--- src/sv/fsb_pkg.sv ---
// Shared types and constants for the flashlight mode and SOS blinker.
// No dependencies; every other file refers to it by scoped names.
package fsb_pkg;

   localparam int COUNT_BITS = 16;
   localparam int TICK_W     = 16;
   localparam int BLINK_W    = 4;
   localparam int UNIT_W     = 10;
   localparam int STEP_W     = 5;
   localparam int GAP_W      = UNIT_W + 3;
   // wide enough for a signed count difference and for 7 units
   localparam int CMP_W      = ((COUNT_BITS + 1) > GAP_W ? COUNT_BITS + 1 : GAP_W) + 1;

   localparam int CSR_INDEX_W = 2;
   localparam int CSR_DATA_W  = 10;

   localparam logic [CSR_INDEX_W-1:0] REG_BLINK_MASK_BITS = 2'd0;
   localparam logic [CSR_INDEX_W-1:0] REG_SOS_UNIT_TICKS  = 2'd1;

   localparam logic [BLINK_W-1:0] BLINK_MASK_BITS_RESET = 4'd4;
   localparam logic [UNIT_W-1:0]  SOS_UNIT_TICKS_RESET  = 10'd15;

   localparam logic KIND_TICK  = 1'b0;
   localparam logic KIND_PRESS = 1'b1;

   localparam logic [STEP_W-1:0] SOS_LAST_STEP = 5'd18;
   localparam logic [STEP_W-1:0] SOS_DASH_END0 = 5'd7;
   localparam logic [STEP_W-1:0] SOS_DASH_END1 = 5'd9;
   localparam logic [STEP_W-1:0] SOS_DASH_END2 = 5'd11;

   typedef enum logic [1:0] {
      MODE_OFF   = 2'd0,
      MODE_ON    = 2'd1,
      MODE_BLINK = 2'd2,
      MODE_SOS   = 2'd3
   } mode_type;

   typedef struct packed {
      logic [BLINK_W-1:0] blink_mask_bits;
      logic [UNIT_W-1:0]  sos_unit_ticks;
   } cfg_type;

   typedef struct packed {
      logic              mode;
      logic [TICK_W-1:0] tick_count;
   } item_type;

   typedef struct packed {
      logic     lamp_on;
      mode_type light_mode;
   } result_type;

endpackage

--- src/sv/fsb_if.sv ---
// Handshake channels of the blinker: request, response and register write.
// Depends on fsb_pkg for field widths.
interface fsb_req_if;
   logic                       valid;
   logic                       ready;
   logic                       mode;
   logic [fsb_pkg::TICK_W-1:0] tick_count;
   modport source (output valid, output mode, output tick_count, input ready);
   modport sink   (input valid, input mode, input tick_count, output ready);
endinterface

interface fsb_rsp_if;
   logic              valid;
   logic              ready;
   logic              lamp_on;
   logic [1:0]        light_mode;
   modport source (output valid, output lamp_on, output light_mode, input ready);
   modport sink   (input valid, input lamp_on, input light_mode, output ready);
endinterface

interface fsb_csr_if;
   logic                            valid;
   logic                            ready;
   logic [fsb_pkg::CSR_INDEX_W-1:0] index;
   logic [fsb_pkg::CSR_DATA_W-1:0]  data;
   modport source (output valid, output index, output data, input ready);
   modport sink   (input valid, input index, input data, output ready);
endinterface

--- src/sv/fsb_csr.sv ---
// Configuration registers: blink mask width and SOS time unit.
// Depends on fsb_pkg and fsb_csr_if.
module fsb_csr (
   input  logic              clock,
   input  logic              reset,
   fsb_csr_if.sink           csr_if,
   output fsb_pkg::cfg_type  cfg
);

   fsb_pkg::cfg_type cfg_ff, cfg_in;

   assign csr_if.ready = 1'b1;
   assign cfg = cfg_ff;

   always_comb begin
      cfg_in = cfg_ff;
      if (csr_if.valid) begin
         unique case (csr_if.index)
            fsb_pkg::REG_BLINK_MASK_BITS:
               cfg_in.blink_mask_bits = csr_if.data[fsb_pkg::BLINK_W-1:0];
            fsb_pkg::REG_SOS_UNIT_TICKS:
               cfg_in.sos_unit_ticks = csr_if.data[fsb_pkg::UNIT_W-1:0];
            default: ;  // unmapped index, write dropped
         endcase
      end
   end

   always_ff @(posedge clock) begin
      if (reset) begin
         cfg_ff.blink_mask_bits <= fsb_pkg::BLINK_MASK_BITS_RESET;
         cfg_ff.sos_unit_ticks  <= fsb_pkg::SOS_UNIT_TICKS_RESET;
      end else begin
         cfg_ff <= cfg_in;
      end
   end

endmodule

--- src/sv/fsb_lamp_state.sv ---
// Mode, lamp and SOS sequencer state with the per-item next-state logic.
// Depends on fsb_pkg.
module fsb_lamp_state (
   input  logic                clock,
   input  logic                reset,
   input  fsb_pkg::cfg_type    cfg,
   input  fsb_pkg::item_type   item,
   input  logic                advance,
   output fsb_pkg::result_type next_res
);

   fsb_pkg::mode_type                mode_ff, mode_in;
   logic                             lamp_ff, lamp_in;
   logic [fsb_pkg::STEP_W-1:0]       step_ff, step_in;
   logic [fsb_pkg::COUNT_BITS-1:0]   due_ff, due_in;

   logic [fsb_pkg::COUNT_BITS-1:0]   cnt;
   logic [fsb_pkg::COUNT_BITS-1:0]   blink_mask;
   logic [fsb_pkg::GAP_W-1:0]        unit_x1, unit_x3, unit_x7, gap;
   logic [fsb_pkg::CMP_W-1:0]        diff, due_sum;
   logic                             late;

   assign cnt = fsb_pkg::COUNT_BITS'(item.tick_count);

   always_comb begin
      for (int i = 0; i < fsb_pkg::COUNT_BITS; i++) begin
         blink_mask[i] = (i < int'(cfg.blink_mask_bits));
      end
   end

   assign unit_x1 = fsb_pkg::GAP_W'(cfg.sos_unit_ticks);
   assign unit_x3 = (unit_x1 << 1) + unit_x1;
   assign unit_x7 = (unit_x1 << 3) - unit_x1;

   always_comb begin
      if (step_ff >= fsb_pkg::SOS_LAST_STEP) begin
         gap = unit_x7;
      end else begin
         case (step_ff) inside
            fsb_pkg::SOS_DASH_END0, fsb_pkg::SOS_DASH_END1,
            fsb_pkg::SOS_DASH_END2: gap = unit_x3;
            default:                gap = unit_x1;
         endcase
      end
   end

   // signed distance of the count past the due time
   assign diff    = fsb_pkg::CMP_W'(cnt) - fsb_pkg::CMP_W'(due_ff);
   assign late    = $signed(diff) > $signed(fsb_pkg::CMP_W'(unit_x7));
   assign due_sum = fsb_pkg::CMP_W'(cnt) + fsb_pkg::CMP_W'(gap);

   always_comb begin
      mode_in = mode_ff;
      lamp_in = lamp_ff;
      step_in = step_ff;
      due_in  = due_ff;
      if (item.mode == fsb_pkg::KIND_PRESS) begin
         if (mode_ff == fsb_pkg::MODE_OFF) lamp_in = 1'b1;
         else if (mode_ff == fsb_pkg::MODE_SOS) lamp_in = 1'b0;
         mode_in = fsb_pkg::mode_type'(mode_ff + 2'd1);
      end else if (mode_ff == fsb_pkg::MODE_BLINK) begin
         if ((cnt & blink_mask) == '0) lamp_in = ~lamp_ff;
      end else if (mode_ff == fsb_pkg::MODE_SOS) begin
         if (late) begin
            step_in = '0;
            due_in  = cnt + fsb_pkg::COUNT_BITS'(1);
         end else if (cnt == due_ff) begin
            lamp_in = (step_ff == '0) ? 1'b0 : ~lamp_ff;
            due_in  = due_sum[fsb_pkg::COUNT_BITS-1:0];
            // after the last step the sequence wraps to step 1
            step_in = (step_ff >= fsb_pkg::SOS_LAST_STEP) ? fsb_pkg::STEP_W'(1)
                                                          : step_ff + 1'b1;
         end
      end
   end

   assign next_res.lamp_on    = lamp_in;
   assign next_res.light_mode = mode_in;

   always_ff @(posedge clock) begin
      if (reset) begin
         mode_ff <= fsb_pkg::MODE_OFF;
         lamp_ff <= 1'b0;
         step_ff <= '0;
         due_ff  <= '0;
      end else if (advance) begin
         mode_ff <= mode_in;
         lamp_ff <= lamp_in;
         step_ff <= step_in;
         due_ff  <= due_in;
      end
   end

endmodule

--- src/sv/flashlight_mode_and_sos_blinker.sv ---
// Top level of the flashlight mode and SOS blinker: input and result registers.
// Depends on fsb_pkg, fsb_if, fsb_csr and fsb_lamp_state.
//
//  channel | dir | handshake    | payload
//  req_if  | in  | valid/ready  | mode, tick_count
//  rsp_if  | out | valid/ready  | lamp_on, light_mode
//  csr_if  | in  | valid/ready  | index, data (always ready)
//
// One item per cycle sustained while the output is not stalled; a result shows on
// the output once its item has passed the input register, then one pass over the
// lamp state into the result register. Synchronous active-high reset clears both
// registers' valid flags and the lamp state. A stalled result holds while the input
// register still takes one more item.
module flashlight_mode_and_sos_blinker (
   input  logic      clock,
   input  logic      reset,
   fsb_req_if.sink   req_if,
   fsb_rsp_if.source rsp_if,
   fsb_csr_if.sink   csr_if
);

   fsb_pkg::cfg_type    cfg;
   fsb_pkg::item_type   item_ff;
   fsb_pkg::result_type res_ff, next_res;
   logic                in_valid_ff, in_valid_in;
   logic                out_valid_ff, out_valid_in;
   logic                advance;

   assign advance      = in_valid_ff && (!out_valid_ff || rsp_if.ready);
   assign req_if.ready = !in_valid_ff || advance;
   assign in_valid_in  = (req_if.valid && req_if.ready) || (in_valid_ff && !advance);
   assign out_valid_in = advance || (out_valid_ff && !rsp_if.ready);

   fsb_csr u_csr (
      .clock  (clock),
      .reset  (reset),
      .csr_if (csr_if),
      .cfg    (cfg)
   );

   fsb_lamp_state u_state (
      .clock    (clock),
      .reset    (reset),
      .cfg      (cfg),
      .item     (item_ff),
      .advance  (advance),
      .next_res (next_res)
   );

   always_ff @(posedge clock) begin
      if (reset) begin
         in_valid_ff  <= 1'b0;
         out_valid_ff <= 1'b0;
      end else begin
         in_valid_ff  <= in_valid_in;
         out_valid_ff <= out_valid_in;
      end
   end

   always_ff @(posedge clock) begin
      if (req_if.valid && req_if.ready) begin
         item_ff.mode       <= req_if.mode;
         item_ff.tick_count <= req_if.tick_count;
      end
      if (advance) res_ff <= next_res;
   end

   assign rsp_if.valid      = out_valid_ff;
   assign rsp_if.lamp_on    = res_ff.lamp_on;
   assign rsp_if.light_mode = res_ff.light_mode;

endmodule

--- src/flat_wrapper.sv ---
// flat-port wrapper written by rule: the top's interface ports become plain ports
module flashlight_mode_and_sos_blinker_flat 
  (clock, reset, req_if_valid, req_if_mode, req_if_tick_count, req_if_ready, rsp_if_valid, rsp_if_lamp_on, rsp_if_light_mode, rsp_if_ready, csr_if_valid, csr_if_index, csr_if_data, csr_if_ready);
  fsb_req_if req_if_i ();
  fsb_rsp_if rsp_if_i ();
  fsb_csr_if csr_if_i ();
  input  logic clock;
  input  logic reset;
  input wire logic [$bits(req_if_i.valid)-1:0] req_if_valid;
  input wire logic [$bits(req_if_i.mode)-1:0] req_if_mode;
  input wire logic [$bits(req_if_i.tick_count)-1:0] req_if_tick_count;
  output wire logic [$bits(req_if_i.ready)-1:0] req_if_ready;
  output wire logic [$bits(rsp_if_i.valid)-1:0] rsp_if_valid;
  output wire logic [$bits(rsp_if_i.lamp_on)-1:0] rsp_if_lamp_on;
  output wire logic [$bits(rsp_if_i.light_mode)-1:0] rsp_if_light_mode;
  input wire logic [$bits(rsp_if_i.ready)-1:0] rsp_if_ready;
  input wire logic [$bits(csr_if_i.valid)-1:0] csr_if_valid;
  input wire logic [$bits(csr_if_i.index)-1:0] csr_if_index;
  input wire logic [$bits(csr_if_i.data)-1:0] csr_if_data;
  output wire logic [$bits(csr_if_i.ready)-1:0] csr_if_ready;
  assign req_if_i.valid = req_if_valid;
  assign req_if_i.mode = req_if_mode;
  assign req_if_i.tick_count = req_if_tick_count;
  assign req_if_ready = req_if_i.ready;
  assign rsp_if_valid = rsp_if_i.valid;
  assign rsp_if_lamp_on = rsp_if_i.lamp_on;
  assign rsp_if_light_mode = rsp_if_i.light_mode;
  assign rsp_if_i.ready = rsp_if_ready;
  assign csr_if_i.valid = csr_if_valid;
  assign csr_if_i.index = csr_if_index;
  assign csr_if_i.data = csr_if_data;
  assign csr_if_ready = csr_if_i.ready;
  flashlight_mode_and_sos_blinker u_core (.clock(clock), .reset(reset), .req_if(req_if_i), .rsp_if(rsp_if_i), .csr_if(csr_if_i));
endmodule
--- config.mk ---
export PLATFORM = sky130hd
export DESIGN_NAME = flashlight_mode_and_sos_blinker_flat
export DESIGN_NICKNAME = d
export VERILOG_FILES = /design/src/sv/fsb_pkg.sv /design/src/sv/fsb_if.sv /design/src/sv/fsb_csr.sv /design/src/sv/fsb_lamp_state.sv /design/src/sv/flashlight_mode_and_sos_blinker.sv /design/src/flat_wrapper.sv
export SDC_FILE = /design/constraint.sdc
export NUM_CORES = 1
export LEC_CHECK = 0
export ABC_AREA = 1
export BUFFER_PORTS_ARGS = -buffer_cell sky130_fd_sc_hd__buf_2
export CAP_MARGIN = 25
export CORE_MARGIN = 3
export CORE_UTILIZATION = 50
export DETAILED_ROUTE_END_ITERATION = 7
export GPL_ROUTABILITY_DRIVEN = 0
export PLACE_DENSITY = 0.68
export SYNTH_ARGS = -nofsm -noshare
export SYNTH_HDL_FRONTEND = slang
export SYNTH_SLANG_ARGS = --single-unit
--- constraint.sdc ---
create_clock -name clock -period 6.67 [get_ports clock]
set_input_delay 1.334 -clock clock [delete_from_list [all_inputs] [get_ports clock]]
set_output_delay 1.334 -clock clock [all_outputs]
set_load 0.005 [all_outputs]
==> metrics.cfg, run 1 <==
[global_routing]
grtUsageTotal=0.2393
grt_pass1_vias=4839
grt-busiest-layer=met2
grt-ovfl-total=0
grt_pass1_wl_um=22140
use_met1=0.3034
antenna_found_initial=0
gr-usage-met2=0.4073
grtUsageMet3=0.04322
grt_max_degree=26

[layout]
fin_nets=870
syn_to_final_growth_pct=11.52
num_antenna_cells=0
postLayoutCoreUtil=0.5875
drive_above_1_share=0.1143
fill_cells=961

[timing]
slew_violations=0
finalHoldViolations=0
timing.setup.tns_ps=0
tightest_slew_ps=885.0
max_freq_mhz=185.9
setup_viol=0
rsz0062_at_grt=false
final.period_utilization=0.8064
slew_headroom=0.4025
finalClockSkew_ps=8.342
min_period_ps=5379

[floorplanning]
die_w_um=108.6
core_area_um2=10000
rows=36
die_area_um2=11800
io_pins=40
start_util=0.5268
fp.dieH_um=108.6

[placement]
hpwlAfterDp_um=10630
io_buffers=38

[logic_synthesis]
synth_edf_count=20
synthFlopType=dfxtp_1
yosysSeqAreaShare=0.2660
synth_cells=724
yosysWarnings=0
synth_area_um2=5268
synthArstFlopShare=0
synth_area_per_cell_um2=7.276
syn_nets=829
ys_ff_latch=60
yosys.cell_types.count=50

[clocking]
cts_sinks=60
cts_root_buffer=clkbuf_8
numCtsBuffers=9
cts_max_path_buffers=2
insertion_delay_ps=350
postCtsHoldBufs=0
cts_tree=built
cts.repair.resized=0
cts_setup_buffers=0
clk_pin_slew_worst_paths_ps=80
cts_htree_levels=3

[route]
ant_nets=0
routed-via-count=4840
routed_via_density=5.360
drc=0
first_pass_iters=5
wl_um=12980
wl_per_cell_um=14.38
drtIter0Drc=345

[run]
cap_violations=0

[worst_setup_path]
crit_buf_inv=3
start_kind=register
cp_common_cell=nand2_1
critical-path-top-delay-family=simple AND/OR/NAND/NOR gates
crit_type=register to register
crit_path_end_kind=register
crit_fanout=9
critPathRequiredTime_ps=6880
arrival_ps=5590
cpMaxStageDelayCell=fa_1
cpPeakStageDelay_ps=440

[run_status]
status=completed

[hold_path]
hold_class=register to register

[pwr]
vdd_ir_drop_max_uv=178.8
cellPowerDensity_nw_per_um2=196.9
p_leak_nw=2.772

final cells by class:
class	count	area (um2)	share of cell area
Inverter	116	435.4	0.07412
Clock buffer	9	123.9	0.02109
Clock inverter	7	146.4	0.02492
Timing Repair Buffer	41	232.7	0.03962
Multi-Input combinational cell	537	3368	0.5734
Tap cell	133	166.4	0.02833
Sequential cell	60	1401	0.2386
cell usage in the layout (no fill, tap or decap), types with 4 or more instances in the layout:
master	count
nand2_1	136
nand4_1	10
dfxtp_1	40
edfxtp_1	20
xor2_1	28
xnor2_1	10
clkbuf_8	9
o21ai_1	4
o211ai_1	6
a31oi_1	4
a211oi_1	4
buf_2	38
nor3_1	6
o21ai_0	54
a21o_1	5
bufinv_16	4
inv_1	113
nor2_1	41
nand3_1	33
a21oi_1	75
nor2_2	4
ha_1	68
nand2_2	7
o22ai_1	6
kinds of logic (layout without fill, tap and decap cells):
family          after synthesis  after routing  synth area share
compound gates              174            174            0.1877
xor+xnor                     38             38           0.06318
fa+ha+maj                    71             71            0.1729
buf+inv                     127            173           0.09572
flops                        60             60            0.2660
other cells                   1              1         0.0007119
simple gates                253            253            0.2138
stage by stage:
stage	setup WS, ps	total power [W]	hold slack [ps]	instance area [um2]	instances
floorplan	2050	0.0006395	435.3	5268	724
finish	1291	0.001157	465.5	5874	903
CTS	1383	0.001166	468.1	5874	903
global route	687.4	0.001233	485.0	5874	903
detailed placement	1421	0.0007138	458.0	5604	887
global placement	1611	0.0007051	449.3	5577	886
cells in the mapped netlist (7+ instances only):
| cell type | number | area share |
|---|---|---|
| xor2_1 | 28 | 0.047 |
| inv_1 | 113 | 0.081 |
| nand2_1 | 136 | 0.097 |
| o21ai_0 | 54 | 0.051 |
| nand4_1 | 10 | 0.012 |
| nor2_1 | 41 | 0.029 |
| dfxtp_1 | 40 | 0.15 |
| xnor2_1 | 10 | 0.017 |
| edfxtp_1 | 20 | 0.11 |
| nand2_2 | 7 | 0.0083 |
| nand3_1 | 33 | 0.031 |
| a21oi_1 | 75 | 0.071 |
| ha_1 | 68 | 0.16 |
worst min-delay path: cells and delay by family (launching register included):
family	cells	cell delay, ps
AO/OA/AOI/OAI	1	50
buffers and inverters	1	80
flip-flops	1	300
layer usage:
metal	wire length (um)	up-vias
met5	0	-
met4	293	0
met3	596	21
met2	6023	106
met1	6070	2212
li1	-	2501
worst paths after layout:
path                        startpoint                   endpoint  slack (ps)  cells past startpoint
max                u_core.u_csr.cfg[4]  u_core.u_state.due_ff[12]        1290                     35
min          u_core.u_state.due_ff[11]  u_core.u_state.due_ff[11]         470                      2
max reg2reg        u_core.u_csr.cfg[4]  u_core.u_state.due_ff[12]        1290                     35
min reg2reg  u_core.u_state.due_ff[11]  u_core.u_state.due_ff[11]         470                      2
sequential cells by signal, summed over array words and instances, names as in the netlist:
| register | flops |
|---|---|
| u_core.item_ff | 17 |
| u_core.u_state.due_ff | 16 |
| u_core.u_csr.cfg | 14 |
| u_core.u_state.step_ff | 5 |
| u_core.rsp_if.light_mode | 2 |
| u_core.u_state.mode_ff | 2 |
| u_core.in_valid_ff | 1 |
| u_core.rsp_if.lamp_on | 1 |
| u_core.rsp_if.valid | 1 |
| u_core.u_state.lamp_ff | 1 |
where the power goes:
part / internal, W / switching (W) / total, W
Clock: 0.000289 / 0.000157 / 0.000446
Sequential: 0.000393 / 0.0000159 / 0.000409
Combinational: 0.000117 / 0.000184 / 0.000301
No activity file was read; power rests on OpenSTA's default activity.
==> run 2, diff against run 1 <==
clock period = 5.6 ns   (was 6.67 ns; I/O delays follow)
==> metrics.cfg, run 2 (synthesis gave the netlist of run 1 again) <==
[worst_setup_path]
cpPeakStageDelay_ps=450  ; was 440 ps
start_kind=register  ; unchanged
cp_common_cell=nand2_1  ; unchanged
crit_buf_inv=3  ; unchanged
crit_fanout=9  ; unchanged
critical-path-top-delay-family=simple AND/OR/NAND/NOR gates  ; unchanged
crit_path_end_kind=register  ; unchanged
critPathRequiredTime_ps=5810  ; was 6880 ps
arrival_ps=5310  ; was 5590 ps
cpMaxStageDelayCell=fa_1  ; unchanged
crit_type=register to register  ; unchanged

[route]
drc=0  ; unchanged
routed_via_density=5.485  ; was 5.360
wl_um=13230  ; was 12980 um
wl_per_cell_um=14.65  ; was 14.38 um
first_pass_iters=5  ; unchanged
drtIter0Drc=358  ; was 345
ant_nets=0  ; unchanged
routed-via-count=4953  ; was 4840

[global_routing]
grt_max_degree=26  ; unchanged
grt_pass1_wl_um=22050  ; was 22140 um
grt_pass1_vias=4758  ; was 4839
grtUsageTotal=0.2371  ; was 0.2393
grt-ovfl-total=0  ; unchanged
antenna_found_initial=0  ; unchanged

[layout]
regMostFlops=u_core.item_ff  ; unchanged
largest_reg_flops=17  ; unchanged
multi_input_area_um2=3392  ; was 3368 um2
num_antenna_cells=0  ; unchanged
drive_above_1_share=0.1208  ; was 0.1143
postLayoutCellArea_um2=5868  ; was 5874 um2
fill_cells=941  ; was 961
fin_nets=870  ; unchanged
syn_to_final_growth_pct=11.40  ; was 11.52%
layout_commonest_cell=nand2_1  ; unchanged
final_cell_mix=nand2_1, inv_1, a21oi_1, ha_1, o21ai_0  ; unchanged
layout.area.seq_um2=1401  ; unchanged

[pwr]
vdd_ir_drop_max_uv=185.6  ; was 178.8 uV
total_power_w=0.001331  ; was 0.001157 W
cellPowerDensity_nw_per_um2=226.8  ; was 196.9 nW/um2
p_leak_nw=2.766  ; was 2.772 nW

[floorplanning]
core_area_um2=10000  ; unchanged
rows=36  ; unchanged
start_util=0.5268  ; unchanged
die_w_um=108.6  ; unchanged
io_pins=40  ; unchanged
die_area_um2=11800  ; unchanged
fp.dieH_um=108.6  ; unchanged

[timing]
slew_headroom=0.4009  ; was 0.4025
slew_violations=0  ; unchanged
max_freq_mhz=196.3  ; was 185.9 MHz
final.period_utilization=0.9099  ; was 0.8064
min_period_ps=5095  ; was 5379 ps
finalHoldViolations=0  ; unchanged
tightest_slew_ps=887.4  ; was 885.0 ps
rsz0062_at_grt=false  ; unchanged
timing.setup.tns_ps=0  ; unchanged
finalClockSkew_ps=17.52  ; was 8.342 ps
setup_viol=0  ; unchanged

[clocking]
insertion_delay_ps=360  ; was 350 ps
cts.repair.resized=0  ; unchanged
clk_pin_slew_worst_paths_ps=90  ; was 80 ps
cts_htree_levels=3  ; unchanged
cts_setup_buffers=0  ; unchanged
cts_root_buffer=clkbuf_8  ; unchanged
cts_sinks=60  ; unchanged
cts_tree=built  ; unchanged
cts_max_path_buffers=2  ; unchanged
postCtsHoldBufs=0  ; unchanged
numCtsBuffers=9  ; unchanged

[hold_path]
hold_class=register to register  ; unchanged

[run_status]
status=completed  ; unchanged

[run]
cap_violations=0  ; unchanged

[placement]
io_buffers=38  ; unchanged
post_dp_cell_area_um2=5604  ; unchanged
hpwlAfterDp_um=10650  ; was 10630 um

==> run 2: final cells by class <==
cell class                      instances  area share
Multi-Input combinational cell        537      0.5780
Sequential cell                        60      0.2388
Inverter                              116     0.07420
Timing Repair Buffer                   41     0.03966
Tap cell                              133     0.02836
Clock buffer                           10     0.02537
Clock inverter                          6     0.01557
==> run 2: final timing paths <==
path	from	to	slack [ps]	cells past startpoint
worst min-delay path	u_core.u_state.due_ff[10]	u_core.u_state.due_ff[10]	460	2
worst max register to register	u_core.u_csr.cfg[4]	u_core.u_state.due_ff[12]	500	35
worst max-delay path	u_core.u_csr.cfg[4]	u_core.u_state.due_ff[12]	500	35
worst min register to register	u_core.u_state.due_ff[10]	u_core.u_state.due_ff[10]	460	2
==> run 2: power by group <==
part / switching [W] / internal, W
combinational: 0.000223 / 0.000141
sequential: 0.0000189 / 0.000468
clock: 0.000199 / 0.000280
total: 0.000441 / 0.000890
==> run 2: metrics by stage <==
stage	hold slack, ps	instances	utilization	setup WS, ps
floorplan	435.3	724	-	979.7
global placement	449.5	886	0.5577	551.1
detailed placement	450.8	887	0.5604	395.8
CTS	461.8	903	0.5845	344.3
global route	486.3	903	0.5868	24.67
finish	460.0	903	0.5868	504.7
==> run 2: worst min-delay path, cell delays in order (launching register included) <==
cell and delay [ps]:
dfxtp_1 300, inv_1 60, a21oi_1 60
==> run 2: layer usage <==
metal	part of all wire	up-vias	track usage
li1	-	2506	-
met1	0.45	2284	0.3022
met2	0.47	148	0.4042
met3	0.064	15	0.05269
met4	0.014	0	0.06583
met5	0	-	0
